$ cat src/hdl/tcpg_pkg.sv
`default_nettype none

package tcpg_pkg;

  // field widths
  localparam int unsigned TEMP_W = 18;
  localparam int unsigned CPU_W  = 11;
  localparam int unsigned GPU_W  = 10;
  localparam int unsigned MEM_W  = 11;
  localparam int unsigned MHZ_W  = 11;  // widest clock field, used for the applied store
  localparam int unsigned NUM_MOD = 3;

  // apb register map
  localparam int unsigned PADDR_W = 4;
  localparam int unsigned PDATA_W = 32;
  localparam logic [1:0] REG_PROFILE    = 2'd0;
  localparam logic [1:0] REG_NEWER_CHIP = 2'd1;
  localparam logic [1:0] REG_GUARD_ENTER = 2'd2;
  localparam logic [1:0] REG_GUARD_EXIT  = 2'd3;

  localparam logic [TEMP_W-1:0] GUARD_ENTER_RST = 18'd75000;
  localparam logic [TEMP_W-1:0] GUARD_EXIT_RST  = 18'd70000;

  // clock profiles
  localparam logic [1:0] PROF_STOCK    = 2'd0;
  localparam logic [1:0] PROF_BALANCED = 2'd1;
  localparam logic [1:0] PROF_PERF     = 2'd2;
  localparam logic [1:0] PROF_MAX      = 2'd3;

  // power modes
  localparam logic [2:0] MODE_HANDHELD = 3'd0;
  localparam logic [2:0] MODE_CHARGING = 3'd1;
  localparam logic [2:0] MODE_USB      = 3'd2;
  localparam logic [2:0] MODE_OFFICIAL = 3'd3;
  localparam logic [2:0] MODE_DOCKED   = 3'd4;

  // clock table entries in MHz
  localparam logic [CPU_W-1:0] CPU_STOCK_MHZ = 11'd1020;
  localparam logic [CPU_W-1:0] CPU_1224_MHZ  = 11'd1224;
  localparam logic [CPU_W-1:0] CPU_1428_MHZ  = 11'd1428;
  localparam logic [CPU_W-1:0] CPU_1581_MHZ  = 11'd1581;
  localparam logic [CPU_W-1:0] CPU_1785_MHZ  = 11'd1785;
  localparam logic [GPU_W-1:0] GPU_STOCK_MHZ = 10'd384;
  localparam logic [GPU_W-1:0] GPU_DOCK_MHZ  = 10'd768;
  localparam logic [GPU_W-1:0] GPU_BAL_DOCK_MHZ = 10'd691;
  localparam logic [GPU_W-1:0] GPU_CAP_NEW_MHZ  = 10'd614;
  localparam logic [GPU_W-1:0] GPU_CAP_OLD_MHZ  = 10'd460;
  localparam logic [MEM_W-1:0] MEM_STOCK_MHZ = 11'd1331;
  localparam logic [MEM_W-1:0] MEM_FULL_MHZ  = 11'd1600;

  typedef enum logic [2:0] {
    ST_NONE        = 3'd0,
    ST_GUARD_ENTER = 3'd1,
    ST_RECOVERED   = 3'd2,
    ST_WRITE_FAIL  = 3'd3,
    ST_LINK_LOST   = 3'd4
  } status_e;

  typedef struct packed {
    logic              link_ok;
    logic [2:0]        power_mode;
    logic [TEMP_W-1:0] temp_soc;
    logic [TEMP_W-1:0] temp_board;
    logic [TEMP_W-1:0] temp_skin;
    logic [2:0]        fail_mask;
  } tcpg_in_t;

  typedef struct packed {
    logic [CPU_W-1:0]  cpu_target_mhz;
    logic [GPU_W-1:0]  gpu_target_mhz;
    logic [MEM_W-1:0]  mem_target_mhz;
    logic [2:0]        write_mask;
    logic              guard_active;
    logic [TEMP_W-1:0] hottest_millic;
    status_e           status_code;
  } tcpg_out_t;

  typedef struct packed {
    logic [1:0]        profile_select;
    logic              newer_chip;
    logic [TEMP_W-1:0] guard_enter_millic;
    logic [TEMP_W-1:0] guard_exit_millic;
  } cfg_t;

  typedef struct packed {
    logic                            guard_flag;
    logic [NUM_MOD-1:0][MHZ_W-1:0]   applied_mhz;
  } state_t;

  typedef struct packed {
    logic [CPU_W-1:0] cpu;
    logic [GPU_W-1:0] gpu;
    logic [MEM_W-1:0] mem;
  } mhz_t;

  // clock table: profile x power mode x chip variant
  function automatic mhz_t pick_targets(input logic [1:0] prof, input logic [2:0] pmode,
                                        input logic newer);
    mhz_t       t;
    logic       docked;
    logic       official;
    logic       charging;
    logic [GPU_W-1:0] cap;
    docked   = (pmode == MODE_DOCKED);
    official = (pmode == MODE_OFFICIAL);
    charging = (pmode == MODE_CHARGING) || (pmode == MODE_USB) || official;
    cap      = newer ? GPU_CAP_NEW_MHZ : GPU_CAP_OLD_MHZ;
    t.cpu    = CPU_STOCK_MHZ;
    t.gpu    = GPU_STOCK_MHZ;
    t.mem    = MEM_FULL_MHZ;
    unique case (prof)
      PROF_STOCK: begin
        t.cpu = CPU_STOCK_MHZ;
        t.gpu = docked ? GPU_DOCK_MHZ : GPU_STOCK_MHZ;
        t.mem = docked ? MEM_FULL_MHZ : MEM_STOCK_MHZ;
      end
      PROF_BALANCED: begin
        t.cpu = (docked || charging) ? CPU_1428_MHZ : CPU_1224_MHZ;
        t.gpu = docked ? GPU_BAL_DOCK_MHZ : cap;
      end
      PROF_PERF: begin
        t.cpu = (docked || charging) ? CPU_1581_MHZ : CPU_1428_MHZ;
        t.gpu = (docked || official) ? GPU_DOCK_MHZ : cap;
      end
      PROF_MAX: begin
        t.cpu = CPU_1785_MHZ;
        t.gpu = (docked || official) ? GPU_DOCK_MHZ : cap;
      end
      default: begin
        t.cpu = CPU_STOCK_MHZ;
      end
    endcase
    return t;
  endfunction

endpackage

`default_nettype wire

$ cat src/hdl/tcpg_regs.sv
`default_nettype none

module tcpg_regs (
  input  wire logic                          clk_i,
  input  wire logic                          rst_ni,
  input  wire logic                          psel,
  input  wire logic                          penable,
  input  wire logic                          pwrite,
  input  wire logic [tcpg_pkg::PADDR_W-1:0]  paddr,
  input  wire logic [tcpg_pkg::PDATA_W-1:0]  pwdata,
  output logic      [tcpg_pkg::PDATA_W-1:0]  prdata,
  output logic                               pready,
  output tcpg_pkg::cfg_t                     cfg_o
);
  import tcpg_pkg::*;

  cfg_t       cfg_q, cfg_d;
  logic       wr_en;
  logic [1:0] reg_idx;

  assign pready  = 1'b1;
  assign wr_en   = psel && penable && pwrite && pready;
  assign reg_idx = paddr[3:2];

  always_comb begin
    cfg_d = cfg_q;
    if (wr_en) begin
      unique case (reg_idx)
        REG_PROFILE:     cfg_d.profile_select     = pwdata[1:0];
        REG_NEWER_CHIP:  cfg_d.newer_chip         = pwdata[0];
        REG_GUARD_ENTER: cfg_d.guard_enter_millic = pwdata[TEMP_W-1:0];
        REG_GUARD_EXIT:  cfg_d.guard_exit_millic  = pwdata[TEMP_W-1:0];
        default:         cfg_d = cfg_q;
      endcase
    end
  end

  always_comb begin
    unique case (reg_idx)
      REG_PROFILE:     prdata = {30'd0, cfg_q.profile_select};
      REG_NEWER_CHIP:  prdata = {31'd0, cfg_q.newer_chip};
      REG_GUARD_ENTER: prdata = {14'd0, cfg_q.guard_enter_millic};
      REG_GUARD_EXIT:  prdata = {14'd0, cfg_q.guard_exit_millic};
      default:         prdata = '0;
    endcase
  end

  always_ff @(posedge clk_i or negedge rst_ni) begin
    if (!rst_ni) begin
      cfg_q.profile_select     <= PROF_STOCK;
      cfg_q.newer_chip         <= 1'b0;
      cfg_q.guard_enter_millic <= GUARD_ENTER_RST;
      cfg_q.guard_exit_millic  <= GUARD_EXIT_RST;
    end else begin
      cfg_q <= cfg_d;
    end
  end

  assign cfg_o = cfg_q;

endmodule

`default_nettype wire

$ cat src/hdl/tcpg_step.sv
`default_nettype none

module tcpg_step (
  input  wire tcpg_pkg::cfg_t     cfg_i,
  input  wire tcpg_pkg::tcpg_in_t item_i,
  input  wire tcpg_pkg::state_t   state_i,
  output tcpg_pkg::tcpg_out_t res_o,
  output tcpg_pkg::state_t   state_o
);
  import tcpg_pkg::*;

  logic [2:0]        pmode;
  logic [TEMP_W-1:0] max_sb;
  logic [TEMP_W-1:0] hottest;
  logic              enter_hit;
  logic              exit_hit;
  logic              guard_n;
  logic [NUM_MOD-1:0][MHZ_W-1:0] applied_base;
  logic [NUM_MOD-1:0][MHZ_W-1:0] applied_n;
  logic [NUM_MOD-1:0][MHZ_W-1:0] tgt;
  logic [2:0]        wmask;
  logic              failed;
  mhz_t              pick;
  status_e           status;

  // undefined modes act as handheld
  assign pmode   = (item_i.power_mode > MODE_DOCKED) ? MODE_HANDHELD : item_i.power_mode;
  assign max_sb  = (item_i.temp_board > item_i.temp_soc) ? item_i.temp_board : item_i.temp_soc;
  assign hottest = (item_i.temp_skin > max_sb) ? item_i.temp_skin : max_sb;

  assign enter_hit = !state_i.guard_flag && (hottest >= cfg_i.guard_enter_millic);
  assign exit_hit  = state_i.guard_flag && (hottest <= cfg_i.guard_exit_millic);
  assign guard_n   = enter_hit ? 1'b1 : (exit_hit ? 1'b0 : state_i.guard_flag);

  // a guard change forgets what was applied
  assign applied_base = (enter_hit || exit_hit) ? '0 : state_i.applied_mhz;

  assign pick = pick_targets(guard_n ? PROF_STOCK : cfg_i.profile_select, pmode,
                             cfg_i.newer_chip);
  assign tgt[0] = pick.cpu;
  assign tgt[1] = {{(MHZ_W-GPU_W){1'b0}}, pick.gpu};
  assign tgt[2] = pick.mem;

  always_comb begin
    wmask     = '0;
    failed    = 1'b0;
    applied_n = applied_base;
    for (int i = 0; i < NUM_MOD; i++) begin
      if (applied_base[i] != tgt[i]) begin
        wmask[i] = 1'b1;
        if (item_i.fail_mask[i]) begin
          failed = 1'b1;
        end else begin
          applied_n[i] = tgt[i];
        end
      end
    end
  end

  always_comb begin
    priority if (failed)    status = ST_WRITE_FAIL;
    else if (enter_hit)     status = ST_GUARD_ENTER;
    else if (exit_hit)      status = ST_RECOVERED;
    else                    status = ST_NONE;
  end

  always_comb begin
    if (!item_i.link_ok) begin
      res_o              = '0;
      res_o.guard_active = state_i.guard_flag;
      res_o.status_code  = ST_LINK_LOST;
      state_o            = state_i;
    end else begin
      res_o.cpu_target_mhz = pick.cpu;
      res_o.gpu_target_mhz = pick.gpu;
      res_o.mem_target_mhz = pick.mem;
      res_o.write_mask     = wmask;
      res_o.guard_active   = guard_n;
      res_o.hottest_millic = hottest;
      res_o.status_code    = status;
      state_o.guard_flag   = guard_n;
      state_o.applied_mhz  = applied_n;
    end
  end

endmodule

`default_nettype wire

$ cat src/hdl/thermal_clock_profile_governor.sv
`default_nettype none

// thermal clock profile governor: one update tick in, one result out. Each tick takes the
// hottest of three sensors, runs a hysteresis guard against the enter and exit thresholds,
// looks up cpu/gpu/mem clock targets for the profile, power mode and chip variant (stock
// clocks while the guard is set) and flags a write for every module whose target differs
// from its applied clock. A module's applied clock follows its target only when its write
// does not fail; a guard change forgets all applied clocks. With link_ok low the state
// holds and the result carries status "link lost". Throughput is one transaction per clock
// while the result is not stalled. Each accepted input passes through the input register, then the
// combinational step logic into the result register, where the guard and applied clocks are
// updated too, and the input stalls only while both registers are full and the result is
// stalled. Configuration over apb: 0x0 profile, 0x4 chip variant, 0x8 enter
// threshold, 0xC exit threshold; write only while no transaction is in flight.

module thermal_clock_profile_governor (
  input  wire logic                          clk_i,
  input  wire logic                          rst_ni,
  // input channel
  input  wire logic                          in_valid_i,
  output logic                               in_stall_o,
  input  wire tcpg_pkg::tcpg_in_t            in_data_i,
  // result channel
  output logic                               out_valid_o,
  input  wire logic                          out_stall_i,
  output tcpg_pkg::tcpg_out_t                out_data_o,
  // configuration
  input  wire logic                          psel,
  input  wire logic                          penable,
  input  wire logic                          pwrite,
  input  wire logic [tcpg_pkg::PADDR_W-1:0]  paddr,
  input  wire logic [tcpg_pkg::PDATA_W-1:0]  pwdata,
  output logic      [tcpg_pkg::PDATA_W-1:0]  prdata,
  output logic                               pready
);
  import tcpg_pkg::*;

  cfg_t      cfg;
  logic      in_valid_q;
  tcpg_in_t  in_q;
  logic      out_valid_q, out_valid_d;
  tcpg_out_t out_q;
  state_t    state_q, state_d;
  tcpg_out_t res;
  logic      out_blocked;
  logic      advance;
  logic      in_take;

  tcpg_regs u_regs (
    .clk_i   (clk_i),
    .rst_ni  (rst_ni),
    .psel    (psel),
    .penable (penable),
    .pwrite  (pwrite),
    .paddr   (paddr),
    .pwdata  (pwdata),
    .prdata  (prdata),
    .pready  (pready),
    .cfg_o   (cfg)
  );

  tcpg_step u_step (
    .cfg_i   (cfg),
    .item_i  (in_q),
    .state_i (state_q),
    .res_o   (res),
    .state_o (state_d)
  );

  // result register still holds an untaken transaction
  assign out_blocked = out_valid_q && out_stall_i;
  // staged tick moves into the result register and commits its state update
  assign advance     = in_valid_q && !out_blocked;
  // input register frees up whenever its tick advances
  assign in_stall_o  = in_valid_q && out_blocked;
  assign in_take     = in_valid_i && !in_stall_o;

  always_comb begin
    if (advance) begin
      out_valid_d = 1'b1;
    end else if (!out_stall_i) begin
      out_valid_d = 1'b0;
    end else begin
      out_valid_d = out_valid_q;
    end
  end

  // control state and the guard / applied clocks
  always_ff @(posedge clk_i or negedge rst_ni) begin
    if (!rst_ni) begin
      in_valid_q  <= 1'b0;
      out_valid_q <= 1'b0;
      state_q     <= '0;
    end else begin
      if (in_take) begin
        in_valid_q <= 1'b1;
      end else if (advance) begin
        in_valid_q <= 1'b0;
      end
      out_valid_q <= out_valid_d;
      if (advance) begin
        state_q <= state_d;
      end
    end
  end

  // payload registers
  always_ff @(posedge clk_i) begin
    if (in_take) begin
      in_q <= in_data_i;
    end
    if (advance) begin
      out_q <= res;
    end
  end

  assign out_valid_o = out_valid_q;
  assign out_data_o  = out_q;

  // stall only with both stages full
  a_stall_full: assert property (@(posedge clk_i) disable iff (!rst_ni)
    in_stall_o |-> (in_valid_q && out_valid_q))
    else $error("input stalled while a stage is free");

  // lost link shows no cpu clock, no writes and no temperature
  a_link_lost: assert property (@(posedge clk_i) disable iff (!rst_ni)
    (out_valid_o && out_data_o.status_code == ST_LINK_LOST) |->
      (out_data_o.write_mask == 3'd0 && out_data_o.hottest_millic == '0
       && out_data_o.cpu_target_mhz == '0))
    else $error("link lost result carries data");

  // guard status codes agree with the reported guard
  a_guard_status: assert property (@(posedge clk_i) disable iff (!rst_ni)
    (out_valid_o && (out_data_o.status_code == ST_GUARD_ENTER
                     || out_data_o.status_code == ST_RECOVERED)) |->
      (out_data_o.guard_active == (out_data_o.status_code == ST_GUARD_ENTER)))
    else $error("guard status disagrees with guard state");

  // a failed write needs an issued write
  a_fail_needs_write: assert property (@(posedge clk_i) disable iff (!rst_ni)
    (out_valid_o && out_data_o.status_code == ST_WRITE_FAIL) |->
      (out_data_o.write_mask != 3'd0))
    else $error("write failure without a write");

  // committed guard matches the last result delivered into the output register
  a_guard_commit: assert property (@(posedge clk_i) disable iff (!rst_ni)
    $past(advance) |-> (state_q.guard_flag == out_q.guard_active))
    else $error("guard state and result diverge");

endmodule

`default_nettype wire
$ cat config.mk
export PLATFORM = sky130hd
export DESIGN_NAME = thermal_clock_profile_governor
export DESIGN_NICKNAME = d
export VERILOG_FILES = /design/src/hdl/tcpg_pkg.sv /design/src/hdl/tcpg_regs.sv /design/src/hdl/tcpg_step.sv /design/src/hdl/thermal_clock_profile_governor.sv
export SDC_FILE = /design/constraint.sdc
export NUM_CORES = 1
export LEC_CHECK = 0
export ABC_AREA = 1
export BUFFER_PORTS_ARGS = -buffer_cell sky130_fd_sc_hd__clkbuf_2
export CAP_MARGIN = 20
export CORE_UTILIZATION = 51
export CTS_BUF_LIST = sky130_fd_sc_hd__clkbuf_16
export CTS_CLUSTER_DIAMETER = 60
export DETAILED_ROUTE_END_ITERATION = 6
export PLACE_DENSITY = 0.83
export SETUP_SLACK_MARGIN = 0.15
export SYNTH_ARGS = -nofsm -noshare
export SYNTH_HDL_FRONTEND = slang
export SYNTH_SLANG_ARGS = --single-unit
$ cat constraint.sdc
create_clock -name clk_i -period 6.3 [get_ports clk_i]
set_clock_uncertainty 0.2 [all_clocks]
set_input_delay 0.945 -clock clk_i [delete_from_list [all_inputs] [get_ports clk_i]]
set_output_delay 0.945 -clock clk_i [all_outputs]
set_load 0.03 [all_outputs]
Yosys cells after proc, flatten, opt, wreduce, memory -nomap -nowiden
Index checks and enable logic that the tools add are counted.
{ "word_totals": {"latch_bits": 0, "wordCells": 106, "n_memories": 0, "ff_bits": 193, "mem_bits_ro": 0, "ramBits": 0} }
{ "op_classes": {"n_lt_le_gt_ge": 5, "n_div": 0, "eq_ne": 14, "multipliers": 0, "mux": 40, "reduce_logical": 24, "n_bitwise": 0, "n_addsub": 0, "shifts": 0} }
{ "op_table": {"columns": ["operator", "n"], "rows": [
  ["32-bit case mux with 4 select lines", 1],
  ["21-bit case mux with 4 select lines", 1],
  ["10-bit 2-to-1 mux", 7],
  ["11-bit 2-to-1 mux", 6],
  ["18-bit greater-than comparator", 2],
  ["18-bit 2-to-1 mux", 2],
  ["33-bit 2-to-1 mux", 1],
  ["22-bit 2-to-1 mux", 1],
  ["11-bit != test", 2],
  ["18-bit greater-or-equal comparator", 1],
  ["18-bit <= comparator", 1],
  ["1-bit 2-to-1 mux", 15],
  ["11-bit by 10-bit != test with 1-bit output", 1],
  ["2-bit AND reduction", 5],
  ["3-bit 2-to-1 mux", 3],
  ["9-bit 2-to-1 mux", 1],
  ["2-bit equality test (second input constant)", 4],
  ["1-bit logical AND", 8],
  ["3-bit by 2-bit equality test with 1-bit output (second input constant)", 2],
  ["1-bit logical OR", 5],
  ["2-bit by 1-bit equality test with 1-bit output (second input constant)", 2],
  ["2-bit zero test", 2],
  ["2-bit 2-to-1 mux", 2],
  ["3-bit by 1-bit equality test with 1-bit output (second input constant)", 1],
  ["5 further kinds", 7]
]} }

Logic depth before layout (Yosys ltp)
{ "logic_depth": {"word_depth": 19, "ltp_mapped": 53, "mapped_depth_nobuf": 50} }

Modules after synthesis
From an unflattened synthesis, not the netlist that was laid out.
{ "unflattened": {"hier_cells": 1312, "hier_area_um2": 11168.2} }
{ "modules_own_cells": {"columns": ["mod", "cells_per_inst", "n_inst", "area_each_um2"], "rows": [
  ["thermal_clock_profile_governor", 277, 1, 5022.3],
  ["tcpg_step", 779, 1, 4197.8],
  ["tcpg_regs", 256, 1, 1948.1]
]} }

Worst setup path after synthesis
Ideal clock, no wire load.
{ "synth_timing": {"path_kind": "register to register", "start": "reg in_q[28] (netlist name)", "end": "reg out_q (netlist bit out_data_o[0]) (data pin)", "period_less_slack_ns": 5.863, "setup_time_ns": 0.250, "arrival_ns": 5.413, "path_slack_ns": 0.437, "path_stages_with_launch": 43, "cell_sequence": "edfxtp_1 -> ha_1 -> a21oi_1 -> nor2_1 -> a211oi_1 -> o21ai_1 -> a21oi_1 -> o21ai_1 -> nand2_1 -> nand2_1 -> nand2_1 -> buf_2 -> nand2_1 -> o21ai_0 -> ha_1 -> a21oi_1 -> nor2_1 -> a211oi_1 -> [7 not listed] -> ha_1 -> o21ai_0 -> a21oi_2 -> nor2_2 -> nand2_4 -> nand2_8 -> buf_8 -> nand4_2 -> o21ai_1 -> nand2_1 -> nor2_1 -> nand2_1 -> nor2_2 -> nand2_1 -> a21oi_2 -> nand3_1 -> nand2_1 -> inv_1"} }
{ "synth_between": {"elab_chain_cells": 18} }
{ "synth_lines": {"columns": ["element", "line", "rtl"], "rows": [
  ["start, declared", "thermal_clock_profile_governor.sv:40", "tcpg_in_t in_q;"],
  ["start signal, assigned", "thermal_clock_profile_governor.sv:110", "in_q <= in_data_i;"],
  ["18-bit greater-than comparator", "tcpg_step.sv:28", "assign max_sb = (item_i.temp_board > item_i.temp_soc) ? item_i.temp_board : item_i.temp_soc;"],
  ["18-bit 2-to-1 mux (*)", "tcpg_step.sv:28", null],
  ["18-bit greater-than comparator", "tcpg_step.sv:29", "assign hottest = (item_i.temp_skin > max_sb) ? item_i.temp_skin : max_sb;"],
  ["18-bit 2-to-1 mux (*)", "tcpg_step.sv:29", null],
  ["18-bit <= comparator", "tcpg_step.sv:32", "assign exit_hit = state_i.guard_flag && (hottest <= cfg_i.guard_exit_millic);"],
  ["1-bit logical AND", "tcpg_step.sv:32", null],
  ["1-bit 2-to-1 mux (2 in series)", "tcpg_step.sv:33", "assign guard_n = enter_hit ? 1'b1 : (exit_hit ? 1'b0 : state_i.guard_flag);"],
  ["2-bit 2-to-1 mux", "tcpg_step.sv:38", "assign pick = pick_targets(guard_n ? PROF_STOCK : cfg_i.profile_select, pmode,"],
  ["2-bit equality test (tied with other cells)", "tcpg_pkg.sv:111", "unique case (prof)"],
  ["21-bit case mux with 4 select lines", "tcpg_pkg.sv:111", null],
  ["11-bit != test", "tcpg_step.sv:49", "if (applied_base[i] != tgt[i]) begin"],
  ["1-bit 2-to-1 mux", "tcpg_step.sv:49", null],
  ["1-bit 2-to-1 mux", "tcpg_step.sv:51", "if (item_i.fail_mask[i]) begin"],
  ["1-bit 2-to-1 mux", "tcpg_step.sv:49", null],
  ["1-bit 2-to-1 mux", "tcpg_step.sv:51", null],
  ["1-bit 2-to-1 mux", "tcpg_step.sv:49", null],
  ["3-bit 2-to-1 mux (*)", "tcpg_step.sv:61", "priority if (failed) status = ST_WRITE_FAIL;"],
  ["end signal, assigned", "thermal_clock_profile_governor.sv:113", "out_q <= res;"],
  ["end, declared", "thermal_clock_profile_governor.sv:42", "tcpg_out_t out_q;"]
]} }
Mark *: on every way between the ends. The rest lies on a longest branch, timed or not.
A chain may end at the register's enable or synchronous reset.

Final worst setup path
{ "layout_timing": {"start": "reg in_q[22] (netlist name)", "end": "reg out_q (netlist bit out_data_o[0]) (data pin)"} }
{ "layout_between": {"elab_chain_cells": 18} }
{ "layout_lines": {"columns": ["element", "line", "rtl"], "rows": [
  ["18-bit greater-than comparator", "tcpg_step.sv:28", null],
  ["18-bit 2-to-1 mux (*)", "tcpg_step.sv:28", null],
  ["18-bit greater-than comparator", "tcpg_step.sv:29", null],
  ["18-bit 2-to-1 mux (*)", "tcpg_step.sv:29", null],
  ["via u_step.hottest[13]", "tcpg_step.sv:14", "logic [TEMP_W-1:0] hottest;"],
  ["18-bit <= comparator", "tcpg_step.sv:32", null],
  ["1-bit logical AND", "tcpg_step.sv:32", null],
  ["1-bit 2-to-1 mux (2 in series)", "tcpg_step.sv:33", null],
  ["[2 not listed]", null, null],
  ["21-bit case mux with 4 select lines", "tcpg_pkg.sv:111", null],
  ["11-bit != test", "tcpg_step.sv:49", null],
  ["1-bit 2-to-1 mux", "tcpg_step.sv:49", null],
  ["1-bit 2-to-1 mux", "tcpg_step.sv:51", null],
  ["1-bit 2-to-1 mux", "tcpg_step.sv:49", null],
  ["1-bit 2-to-1 mux", "tcpg_step.sv:51", null],
  ["1-bit 2-to-1 mux", "tcpg_step.sv:49", null],
  ["3-bit 2-to-1 mux (*)", "tcpg_step.sv:61", null]
]} }
The timed path passes the listed nets; every way through them passes the cells marked *.

==> flow_summary.toml <==
[outcome]
status = "complete, but fails checks"
violations = "negative setup slack"

[sta]
rsz0062_at_grt = "yes"
max_freq_mhz = 146
period_share = 1.09
post-route-min-period_ns = 6.86
whs_ns = 0.297
worstMarginPinSlew_ns = 0.990
final-hold-violation-count = 0
slew_headroom = 0.340
drv_slew = 0
setup_viol = 22
setup_ws_ns = -0.557

[cells_and_area]
final_area_um2 = 13600
drive_gt1_frac = 0.371
final_cells = 1679
fillers = 1282
syn_to_final_growth_pct = 34.3
final_common_cell = "nand2_1"
finalNetCount = 1577
antenna_cells = 0
final_cell_mix = "nand2_1 (248), clkbuf_2 (159), inv_1 (124), buf_4 (112), edfxtp_1 (105)"

[placement]
dpl.hpwl_um = 17200
routabilityCongestion = 0.872
placed_area_um2 = 11600
place_ws_ns = -0.439
dp_cells = 1594
io_buffers = 160

[grt]
grt_pass1_wl_um = 41400
grt_max_degree = 76
antenna_found_initial = 0
overflow = 0
grt_pass1_vias = 8787
track_usage = 0.266

[worst_setup_path]
worst_path_most_repeated_cell = "nand2_2"
worstPathArrival_ns = 6.86
critPathRequiredTime_ns = 6.30
slowest_stage = "edfxtp_1"
worstSetupEndpointType = "flop"
path_max_fanout = 8
crit_path_start_kind = "flop"
slowest_delay_ns = 0.44
rrSetupSlack_ns = -0.56
critPathKind = "reg2reg"

[power]
p_total_uw = 5520
p_per_area_nw_per_um2 = 407
pwr-share-seq = 0.298
p_clk_frac = 0.198
switching_share = 0.410
switching_power_uw = 2270
comb_power_share = 0.504
p_leak_uw = 0.00640
ir_worst_vdd_uv = 241
power.internal_uw = 3260

[clock_tree]
clk_latency_ns = 0.44
cts_tree = "done"
cts_buffers = 17
clk_path_buf_depth = 2
cts_sinks = 180
cts_root_buf = "clkbuf_16"
ctsHoldBuffers = 0
clk_pin_slew_ns = 0.07
htreeDepth = 4

[job]
cap_violations = 0

[routing]
wl_per_cell_um = 16.8
route.vias.total = 9118
avgViaCountPerCell = 5.43
dr.pass1.iters = 5
drtAntennaViolNets = 0
routed_wl_um = 28200
drtIter0Drc = 666
post-route-drc-count = 0

[synthesis]
synth_ff_type = "edfxtp_1"
synthSimpleGateAreaFrac = 0.214
synth_compound_area_frac = 0.108
avgSynthCellArea_um2 = 8.98
synthMuxAreaShare = 0
postSynth.asyncResetShare = 0.417
syn_inst = 1126
synth.distinct_cells = 53
synth_top_family_by_area = "simple AND/OR/NAND/NOR gates"
yosysWarningCount = 0
synth_edf_count = 105
synth-seq-area-share = 0.499
synth_area_um2 = 10100
synth_seq_cells = 180
synth_fa_ha_area_frac = 0.0891
synth_xor_xnor_area_share = 0.00173

[die]
die_area_um2 = 20400
io_pins = 196
initial_core_util = 0.519
chipWidth_um = 143
die_y_um = 143
core_um2 = 19500
num_rows = 51

[hold_path]
hold_class = "reg2reg"
==> per-stage QoR <==
step / setup TNS [ns] / util
2_1_floorplan: 0 / -
3_3_place_gp: -0.594 / 0.598
3_5_place_dp: -2.50 / 0.598
4_1_cts: -0.347 / 0.661
5_1_grt: -18.56 / 0.698
6_report: -5.45 / 0.698
==> timing repair <==
item                                    CTS  global route
cloned                                    3             1
gates resized for setup                 102           130
setup buffers                            25            23
endpoints found under the setup margin   50            56
pin swaps                                19            52
==> cell usage after synthesis, types with 3 or more instances <==
cell,count,area [µm²]
nand2_1,279,1050
inv_1,129,484
o21ai_0,107,536
edfxtp_1,105,3150
nor2_1,75,282
ha_1,72,901
dfrtp_1,61,1530
a21oi_1,38,190
nand3_1,38,190
buf_4,28,210
clkbuf_1,24,90.1
and2_1,18,113
nand4_1,16,100
o22ai_1,16,100
o21ai_1,15,75.1
dfstp_2,14,368
nand2_2,9,56.3
a21o_1,8,60.1
inv_2,8,30.0
nor2_2,7,43.8
buf_2,6,30.0
nand3_2,6,60.1
nand2_4,5,56.3
nor2_4,4,45.0
o211ai_1,3,22.5
==> worst max-delay path: cells and delay by family, from the launching register on <==
kind	cells	cell delay, ns
adders and majority gates	3	0.80
buffers and inverters	10	1.15
AOI/OAI and AO/OA	15	2.18
and+or+nand+nor	18	1.85
DFF	1	0.44
==> worst paths after layout <==
| kind | startpoint | endpoint | cells past startpoint |
|---|---|---|---|
| worst max register to register | in_q[22]$_DFFE_PP_ | out_data_o[0]$_SDFFCE_PN0P_ | 46 |
| worst min-delay path | state_q[24]$_DFFE_PN0P_ | state_q[24]$_DFFE_PN0P_ | 2 |
| worst max-delay path | in_q[22]$_DFFE_PP_ | out_data_o[0]$_SDFFCE_PN0P_ | 46 |
| min in group asynchronous | rst_ni | state_q[18]$_DFFE_PN0P_ | 2 |
| max in group asynchronous | rst_ni | u_regs.cfg_o[35]$_DFFE_PN0P_ | 2 |
| worst min register to register | state_q[24]$_DFFE_PN0P_ | state_q[24]$_DFFE_PN0P_ | 2 |
==> kinds of logic (layout without fill, tap and decap cells) <==
logic type                 after synthesis  count (layout)
DFF                                    180             180
and+or+nand+nor                        471             472
buffers and inverters                  199             469
adders and majority gates               72              72
AOI/OAI and AO/OA                      200             200
xor gates and xnor gates                 2               2
other                                    2              19
==> metal layers <==
layer  vias up  track usage  part of all wire
met5         -            0                 0
met4         0        0.151             0.057
met3       133       0.0651             0.065
met2       436        0.471              0.51
met1      4285        0.291              0.37
li1       4264            -                 -
==> sequential cells by signal, summed over array words and instances, names as in the netlist <==
name          count
u_regs.cfg_o     39
out_valid_o       1
state_q          34
out_data_o       44
in_valid_q        1
in_q             61
==> cell type report <==
cell class	instances	area (µm²)	area share
clock buffers	17	425	0.0313
repair buffers	298	2010	0.148
multi-input cells	765	5050	0.372
clock inverters	15	181	0.0134
inverters	139	533	0.0392
well taps	265	332	0.0244
flip-flops and latches	180	5050	0.372
==> power by group through the flow <==
stage / combinational (µW) / sequential (µW) / clock (µW)
finish: 2780 / 1650 / 1090
detailed placement: 2150 / 1660 / 0
global placement: 2080 / 1640 / 0
global route: 3020 / 1670 / 1140
floorplan: 1350 / 1720 / 0
CTS: 2360 / 1640 / 1090
Power figures use the tool's default switching activity.
